## src/rtl/lasd_pkg.sv

```systemverilog
`timescale 1ns / 1ps
// lasd_pkg: shared constants and types for the arithmetic-chain tracker
// no dependencies; used by lasd_clear_ctrl and longest_arith_subseq_by_diff
package lasd_pkg;

  localparam int unsigned ValueBitsDef  = 14;
  localparam int unsigned LengthBitsDef = 16;

  // table sweep sequencer states
  typedef enum logic [2:0] {
    ST_RUN   = 3'b001,
    ST_CLEAR = 3'b010,
    ST_WAIT  = 3'b100
  } sweep_state_e;

  // sweep sequencer to datapath
  typedef struct packed {
    logic ready;
    logic wr_en;
  } clr_ctrl_t;

endpackage

```

## src/rtl/lasd_clear_ctrl.sv

```systemverilog
`timescale 1ns / 1ps
// lasd_clear_ctrl: sequencer that sweeps zeros through the chain table
// depends on lasd_pkg
module lasd_clear_ctrl #(
  parameter int unsigned AddrBits = 14
) (
  input  logic                     clk_i,
  input  logic                     rst_ni,
  input  logic                     start_i,    // last beat accepted
  input  logic                     hold_i,     // datapath owns the write port
  input  logic                     out_busy_i, // result slot still full next cycle
  output lasd_pkg::clr_ctrl_t      ctrl_o,
  output logic [AddrBits-1:0]      addr_o
);

  lasd_pkg::sweep_state_e state_q, state_d;
  logic [AddrBits-1:0]    cnt_q, cnt_d;
  logic                   wr_en;

  assign wr_en = (state_q == lasd_pkg::ST_CLEAR) && !hold_i;

  always_comb begin
    state_d = state_q;
    cnt_d   = cnt_q;
    unique case (state_q)
      lasd_pkg::ST_RUN: begin
        if (start_i) begin
          state_d = lasd_pkg::ST_CLEAR;
          cnt_d   = '0;
        end
      end
      lasd_pkg::ST_CLEAR: begin
        if (wr_en) begin
          cnt_d = cnt_q + AddrBits'(1);
          if (&cnt_q) begin
            state_d = out_busy_i ? lasd_pkg::ST_WAIT : lasd_pkg::ST_RUN;
          end
        end
      end
      lasd_pkg::ST_WAIT: begin
        if (!out_busy_i) begin
          state_d = lasd_pkg::ST_RUN;
        end
      end
      default: begin
        state_d = lasd_pkg::ST_CLEAR;
        cnt_d   = '0;
      end
    endcase
  end

  always_ff @(posedge clk_i or negedge rst_ni) begin
    if (!rst_ni) begin
      state_q <= lasd_pkg::ST_CLEAR;
      cnt_q   <= '0;
    end else begin
      state_q <= state_d;
      cnt_q   <= cnt_d;
    end
  end

  assign ctrl_o.ready = (state_q == lasd_pkg::ST_RUN);
  assign ctrl_o.wr_en = wr_en;
  assign addr_o       = cnt_q;

endmodule

```

## config.mk

```make
export PLATFORM = sky130hd
export DESIGN_NAME = lasd_clear_ctrl
export DESIGN_NICKNAME = d
export VERILOG_FILES = /design/src/rtl/lasd_pkg.sv /design/src/rtl/lasd_clear_ctrl.sv
export SDC_FILE = /design/constraint.sdc
export NUM_CORES = 1
export LEC_CHECK = 0
export ABC_AREA = 1
export BUFFER_PORTS_ARGS = -buffer_cell sky130_fd_sc_hd__buf_2
export CAP_MARGIN = 20
export CORE_MARGIN = 3
export CORE_UTILIZATION = 44
export CTS_CLUSTER_SIZE = 10
export DETAILED_ROUTE_END_ITERATION = 6
export PLACE_DENSITY = 0.66
export SETUP_SLACK_MARGIN = 0.3
export SYNTH_ARGS = -nofsm -noshare
export SYNTH_HDL_FRONTEND = slang
export SYNTH_SLANG_ARGS = --single-unit
```

## constraint.sdc

```tcl
create_clock -name clk_i -period 1.8 [get_ports clk_i]
set_input_delay 0.18 -clock clk_i [delete_from_list [all_inputs] [get_ports clk_i]]
set_output_delay 0.18 -clock clk_i [all_outputs]
set_load 0.02 [all_outputs]
```

# Word-level counts from Yosys, hierarchy flattened
# Cells that the tools add are included.
# word_totals
rom_bits	0
wordCells	25
ramBits	0
in_bits	5
latch_bits	0
regBits	17
out_inout_bits	16
mem_count	0
# classes
n_reduce_logical	5
muxes	9
div	0
shifts	0
magnitude_cmp	0
bitwise_logic	1
eq_ne	7
n_addsub	1
mul	0
# op_table
op	n
case mux 14 bit (3 select lines)	1
two-way mux 14 bit	2
two-way mux 3 bit	5
adder 14 x 1 -> 14 bit, second input constant	1
AND reduction 14 bit	1
case mux 3 bit (3 select lines)	1
inequality test 2 bit, second input constant	3
AND reduction 4 bit	1
== test 3 x 1 -> 1 bit, second input constant	1
== test 3 x 2 -> 1 bit, second input constant	1
== test 3 bit, second input constant	1
AND reduction 3 bit	1
inequality test 2 x 1 -> 1 bit, second input constant	1
logical AND 1 bit	1
logical NOT 1 bit	1
NOT 1 bit	1

# Logic depth before layout (Yosys ltp)
# Gate-level depths: netlist of run 1.
# depth
ltp_word	4
mapped_depth	7
depth_no_buf	7

# Worst setup path after synthesis of run 1
# OpenSTA, ideal clock, no wires.
# synth_timing
path_type	flip-flop to flip-flop
start	register cnt_q[0] (netlist: addr_o[0])
end	register state_q[0]
path_buffers	0
period_less_slack_ns	1.452
t_arrival_ns	1.383
setup_time_ns	0.069
setup_slack_ns	0.348
path_stages_with_launch	8
required_ns	1.731
cell_sequence	dfrtp_1 > ha_1 > nand2_1 > nor2_4 > nand2_1 > o21ai_1 > nand3_1 > nand2_1
# synth_between
elab_chain_cells	3
# synth_lines
element	line_no	source
from (decl)	lasd_clear_ctrl.sv:17	logic [AddrBits-1:0] cnt_q, cnt_d;
from (signal assigned)	lasd_clear_ctrl.sv:58	cnt_q <= cnt_d;
AND reduction 14 bit	lasd_clear_ctrl.sv:35	if (&cnt_q) begin
inequality test 2 x 1 -> 1 bit (no line)	n/a	
AND reduction 4 bit (no line)	n/a	
to (signal assigned)	lasd_clear_ctrl.sv:54	state_q <= lasd_pkg::ST_CLEAR;
to (signal assigned)	lasd_clear_ctrl.sv:57	state_q <= state_d;
to (decl)	lasd_clear_ctrl.sv:16	lasd_pkg::sweep_state_e state_q, state_d;
# Every way passes these cells.
# A chain may end at the register's enable or synchronous reset.

==> results of run 1 <==
-- cells by family after synthesis --
family	synth area share [%]
AO/OA/AOI/OAI	8.599
adder cells (fa/ha/maj)	1.178
AND/OR/NAND/NOR	39.10
buffers and inverters	9.304
XOR/XNOR	1.649
flip-flops	40.16
-- registers in the layout, indices dropped and copies added, names as in the netlist --
register	flops
state_q	3
addr_o	14
-- power breakdown --
group	total, mW	switching, mW	internal, mW	leakage [nW]
clock network	0.205	0.119	0.0860	0.0150
logic	0.833	0.504	0.330	0.440
registers	0.547	0.0878	0.459	0.227
-- area by class of cell --
cell class / instances / area [um^2]
Inverter: 20 / 76.32
Multi-Input combinational cell: 107 / 576.8
Tap cell: 28 / 35.03
Fill cell: 230 / 928.4
Clock buffer: 4 / 26.28
Sequential cell: 17 / 427.9
Timing Repair Buffer: 30 / 183.9
-- Yosys cell counts --
library cell	count
a21o_1	1
a21oi_1	4
a22o_1	1
buf_2	1
buf_4	1
buf_6	1
clkinv_1	1
dfrtp_1	16
dfstp_2	1
ha_1	1
inv_1	15
inv_2	4
nand2_1	36
nand3_1	20
nand3_2	1
nand4_1	7
nand4_2	1
nor2_1	17
nor2_2	1
nor2_4	2
nor3_1	1
nor3_4	1
o21ai_0	1
o21ai_1	10
xor2_1	2
-- how the worst max path moves through the flow --
stage	from	to	slack (ns)
6_report	state_q[1]	ctrl_o[0]	0.31
5_1_grt	state_q[1]	ctrl_o[0]	0.24
4_1_cts	state_q[1]	ctrl_o[0]	0.25
3_5_place_dp	state_q[1]	addr_o[2]	0.26
3_3_place_gp	state_q[1]	addr_o[2]	0.30
2_1_floorplan	addr_o[0]	state_q[0]	0.35
-- per-stage QoR --
step           instance area (um^2)  std cells  power [mW]  worst slack [ns]
2_1_floorplan                  1062        147       1.045            0.3482
3_3_place_gp                   1181        193       1.196            0.2986
3_5_place_dp                   1181        193       1.210            0.2633
4_1_cts                        1252        200       1.484            0.2518
5_1_grt                        1326        206       1.700            0.2389
6_report                       1326        206       1.585            0.3067
-- worst reg2reg max path, cell delays in order, from the launching register on --
cell	delay (ns)
dfstp_2	0.55
buf_4	0.11
nand4_4	0.13
nand2_2	0.11
nor2_4	0.05
buf_4	0.15
a21oi_1	0.14
nor2_1	0.07
-- what timing repair did --
item,4_1_cts,5_1_grt
setup buffers,2,6
gates resized for setup,6,7
hold endpoints to repair,16,0
endpoints found under the setup margin,4,11
pin swaps,2,5
hold buffers,1,0
cloned,0,0
-- metal layers --
| layer | GRT usage, % | vias to the layer above | part of all wire (%) | wire length [um] |
|---|---|---|---|---|
| met5 | 0 | - | 0 | 0 |
| li1 | - | 542 | - | - |
| met2 | 32.09 | 17 | 50 | 1295 |
| met4 | 6.883 | 0 | 0.65 | 17 |
| met3 | 2.681 | 2 | 3.4 | 89 |
| met1 | 24.00 | 525 | 46 | 1207 |
==> metrics.txt, run 1 <==
run status=complete, no violations; number of nets produced by synthesis=153; min cycle time layout=1.493 ns; Setup crit end kind=primary output; largest net degree at the start of global routing=18; buffers and inverters on the worst path=3; global placer's final weighted congestion=0.8113; detailed-routing iteration count for the pre-antenna-repair pass=4; die footprint=3040 um^2; flop and latch count out of synthesis=17; number of remaining DRC errors=0; number of standard cells after synthesis=147; Final ANT Viol Nets=0; number of buffers inserted during clock tree synthesis=3; antenna violations before repair=0; number of levels in the clock H-tree=1; most area-consuming cells after synthesis=dfrtp_1 38%, nand2_1 13%, nand3_1 9.4%; final-stage net count=185; final core area utilization=58.82%; vias in the first global route=958; worst r2r src=state_q[1]; Hold Worst Slack=0.1837 ns; unique cell type count in the Yosys netlist=25; leading cell types in the layout, fill and taps excluded=33 x nand2_1, 19 x buf_2, 18 x nand3_1, 17 x nor2_1; final setup fails=0; effective utilization at floorplan=47.11%; Tot GR Track Use=18.81%; width of the die=55.14 um; global-route congestion overflow total=0; Worst Tran Pin Value=0.3993 ns; endpoint of the worst hold-timing path=state_q[0]; Fin. Hold Viols=0; total power per unit cell area=1195 nW/um^2; WP data arrival=1.31 ns; clock tree skew after final layout=0.009642 ns; maximum single-stage delay on the critical path=0.55 ns; area growth from synthesis to layout=24.85%; Critical Path Start Type=register; fin crit share=82.96%; number of max-cap violations=0; setup TNS=0 ns; clock tree from TritonCTS=built; proportion of netlist area held by the largest area contributor=37.69%; worst hold stages=4; detailed placer's ending HPWL=1894 um; total wire length=2609 um; Clock Tree Buf Depth=2; total number of vias=1086; internal reg-to-reg setup slack=0.37 ns; share of the yosys chip area belonging to registers=40.16%; ratio of cells with drive above 1 in the final layout=29.21%; unrepaired setup endpoints after global routing=yes; warning count from the yosys run=0; WL per Instance=12.67 um; number of clock sinks=17; Reg2Reg Depth=7; height of the die=55.14 um; number of I/O pins=21; sequence of cells on the critical path=inv_2, nor3_4, nand2_2, clkinv_2, buf_6; Reg-to-Reg End=addr_o[6]; slowest cell on the critical path=dfstp_2; standard-cell rows=17; insertion delay of the later-clocked pin in the worst-skew pair=0.29 ns; Max Clk Rate=0.6697 GHz; Starting DRT DRC Count=23; Tightest Hold Check Type=in -> reg; mean number of vias per cell=5.272; core region area=2255 um^2; cell type with the largest total area after synthesis=dfrtp_1; WP depth=5; relative slew slack=73.38%; global-route wire length before repair=4091 um; Max Slew Vio Count=0; mean instance size in the synthesized netlist=7.226 um^2; hold path start=out_busy_i; post-synthesis instance area=1062 um^2; most common cell after layout, fill and taps aside=nand2_1; family of cells with the greatest summed delay on the critical path=flip-flops; critical path data required time=1.62 ns; highest net fanout along the worst path=4; total of buffers placed on input and output ports=20; category of the critical setup timing path=reg -> out; Static Leakage=0.6825 nW; n_diodes=0; clock root buffer=clkbuf_4; clock-pin slew of the registers on the worst-case setup and hold paths=0.10 ns; largest voltage drop on the vdd net=1.066 mV
(Power assumes the default switching activity.)
==> inputs of run 2 (changes only) <==
ABC_AREA = 0   (was 1)
PLACE_DENSITY = 0.69   (was 0.66)
clock period = 1.35 ns   (was 1.8 ns; I/O delays follow)
==> metrics.txt, run 2 <==
vias in the first global route=1102; post-synthesis instance area=988.4 um^2; Critical Path Start Type=register; overall power consumption=1.789 mW; Final ANT Viol Nets=0; Max Clk Rate=0.6022 GHz; most repeated cell in the gate-level netlist after synthesis=dfrtp_1; number of flip-flops in the largest register=14; Fin. Hold Viols=0; Hold Worst Slack=0.05097 ns; Clock Tree Buf Depth=2; clock tree skew after final layout=0.007717 ns; critical path data required time=1.58 ns; global-route congestion overflow total=0; die footprint=2851 um^2; cell type with the largest total area after synthesis=dfrtp_1; maximum single-stage delay on the critical path=0.58 ns; slowest cell on the critical path=dfstp_2; share of the yosys chip area belonging to registers=43.16%; Filler Cell Count=123; Worst Tran Pin Value=0.3998 ns; violated checks=negative setup slack; insertion delay of the later-clocked pin in the worst-skew pair=0.30 ns; Synth Area in Compound Gates=18.23%; relative slew slack=73.35%; Setup crit end kind=register; start point of the critical path=state_q[1]; most common cell after layout, fill and taps aside=buf_6; final core area utilization=82.23%; worst r2r src=state_q[1]; synthesized-area fraction occupied by adder cells=1.266%; number of I/O pins=21; FFs w/ async S/R, synth=100.0%; area share of xor/xnor cells in the synthesized design=0.8861%; ratio of cells with drive above 1 in the final layout=59.64%; sequence of cells on the critical path=or4bb_4, nand4_1, buf_4, o31ai_2, a21oi_1; leading cell types in the layout, fill and taps excluded=30 x buf_6, 29 x buf_4, 9 x dfrtp_1, 7 x nand2_1, 7 x dfrtp_2; Tot GR Track Use=25.04%; setup TNS=-4.609 ns; WL per Instance=16.74 um; unique cell type count in the Yosys netlist=37; Top FF cell, synth=dfrtp_1; standard-cell rows=16; post-synthesis share of cell area spent on and, or, nand and nor gates=29.24%; clock root buffer=clkbuf_4; number of nets produced by synthesis=107; number of flops mapped to enable cells by yosys=0; Tightest Hold Check Type=in -> reg; total wire length=3230 um; dominant combinational cell family by area after synthesis=simple AND/OR/NAND/NOR gates; effective utilization at floorplan=48.41%; largest voltage drop on the vdd net=1.005 mV; height of the die=53.40 um; most area-consuming cells after synthesis=dfrtp_1 41%, a21oi_2 3.5%, nand4_1 3.2%; flop and latch count out of synthesis=17; Static Leakage=0.7663 nW; final setup fails=19; setup slack of the critical path after layout=-0.3107 ns; largest net degree at the start of global routing=18; global placer's final weighted congestion=0.7906; mean number of vias per cell=5.829; buffers and inverters on the worst path=1; run status=finished with violations; n_diodes=0; sequential cell area=435.4 um^2; hold path start=out_busy_i; antenna violations before repair=0; highest net fanout along the worst path=5; family of cells with the greatest summed delay on the critical path=simple AND/OR/NAND/NOR gates; final-stage net count=173; total of buffers placed on input and output ports=20; number of buffers inserted during clock tree synthesis=3; number of levels in the clock H-tree=1; pre-CTS setup slack=-0.3320 ns; core region area=2042 um^2; clock-pin slew of the registers on the worst-case setup and hold paths=0.11 ns; Starting DRT DRC Count=34; number of remaining DRC errors=0; width of the die=53.40 um; number of standard cells after synthesis=101; global-route wire length before repair=5043 um; fin crit share=123.0%; clock tree from TritonCTS=built; number of max-cap violations=0; category of the critical setup timing path=reg -> reg; min cycle time layout=1.661 ns; total power per unit cell area=1066 nW/um^2; top cells by instance count after synthesis=16 x dfrtp_1, 8 x nand2_1; total number of vias=1125; mean instance size in the synthesized netlist=9.787 um^2; proportion of netlist area held by the largest area contributor=40.51%; detailed-routing iteration count for the pre-antenna-repair pass=4; detailed placer's ending HPWL=1975 um; number of clock sinks=17; area growth from synthesis to layout=69.87%; warning count from the yosys run=0; multiplexer fraction of the synthesized cell area=1.139%; WP data arrival=1.89 ns; Max Slew Vio Count=0; area used by multi-input combinational logic=573.1 um^2; unrepaired setup endpoints after global routing=yes
==> run 2: cell count changes in the layout (fill, tap and decap cells not counted), sizes merged, moves of 3 or more <==
cell	change
a21oi	+5
o31ai	+3
o21ai	-4
o21a	+4
nand4	-3
nand3	-15
buf	+36
or3	+5
and3	+3
nor2	-16
or4	+3
nand2	-28
inv	-15
==> run 2: cells by family after synthesis <==
group	count (synthesis)
AOI/OAI and AO/OA	27
xor gates and xnor gates	1
adders and majority gates	1
buffers and inverters	9
DFF	17
muxes	1
and+or+nand+nor	45
==> run 2: metrics by stage <==
stage | cells | instance area (um^2)
floorplan | 101 | 1006
global placement | 175 | 1328
detailed placement | 175 | 1328
CTS | 183 | 1550
global route | 193 | 1679
finish | 193 | 1679
==> run 2: power breakdown <==
part	switching [mW]	internal, mW
logic	0.386	0.459
registers	0.0544	0.593
clock network	0.182	0.115
==> run 2: final cells by class <==
class                           count  share of cell area (%)
Timing Repair Buffer               66                   35.47
Multi-Input combinational cell     75                   34.13
Sequential cell                    17                   25.93
Tap cell                           27                   2.012
Clock buffer                        4                   1.565
Inverter                            4                  0.8942
==> run 2: worst paths after layout <==
path,to,slack (ns),depth (start not counted)
max in group asynchronous,state_q[1],0.76,2
min in group asynchronous,addr_o[6],0.27,2
min reg2reg,addr_o[12],0.59,2
min,state_q[2],0.05,2
max,addr_o[13],-0.31,5
max reg2reg,addr_o[13],-0.31,5
==> run 2: per-layer routing <==
layer	share of wire (%)	track usage [%]	vias to the layer above
met5	0	0	-
met4	2.6	13.62	0
met3	5.2	3.380	12
met2	50	42.45	43
met1	42	30.09	557
li1	-	-	513
==> run 2: what timing repair did <==
action / CTS / global route
buffers inserted: 3 / 10
resized for setup: 50 / 16
setup endpoints to repair: 30 / 32
pin swaps: 9 / 2
hold endpoints to repair: 16 / 0
hold buffers: 1 / 0
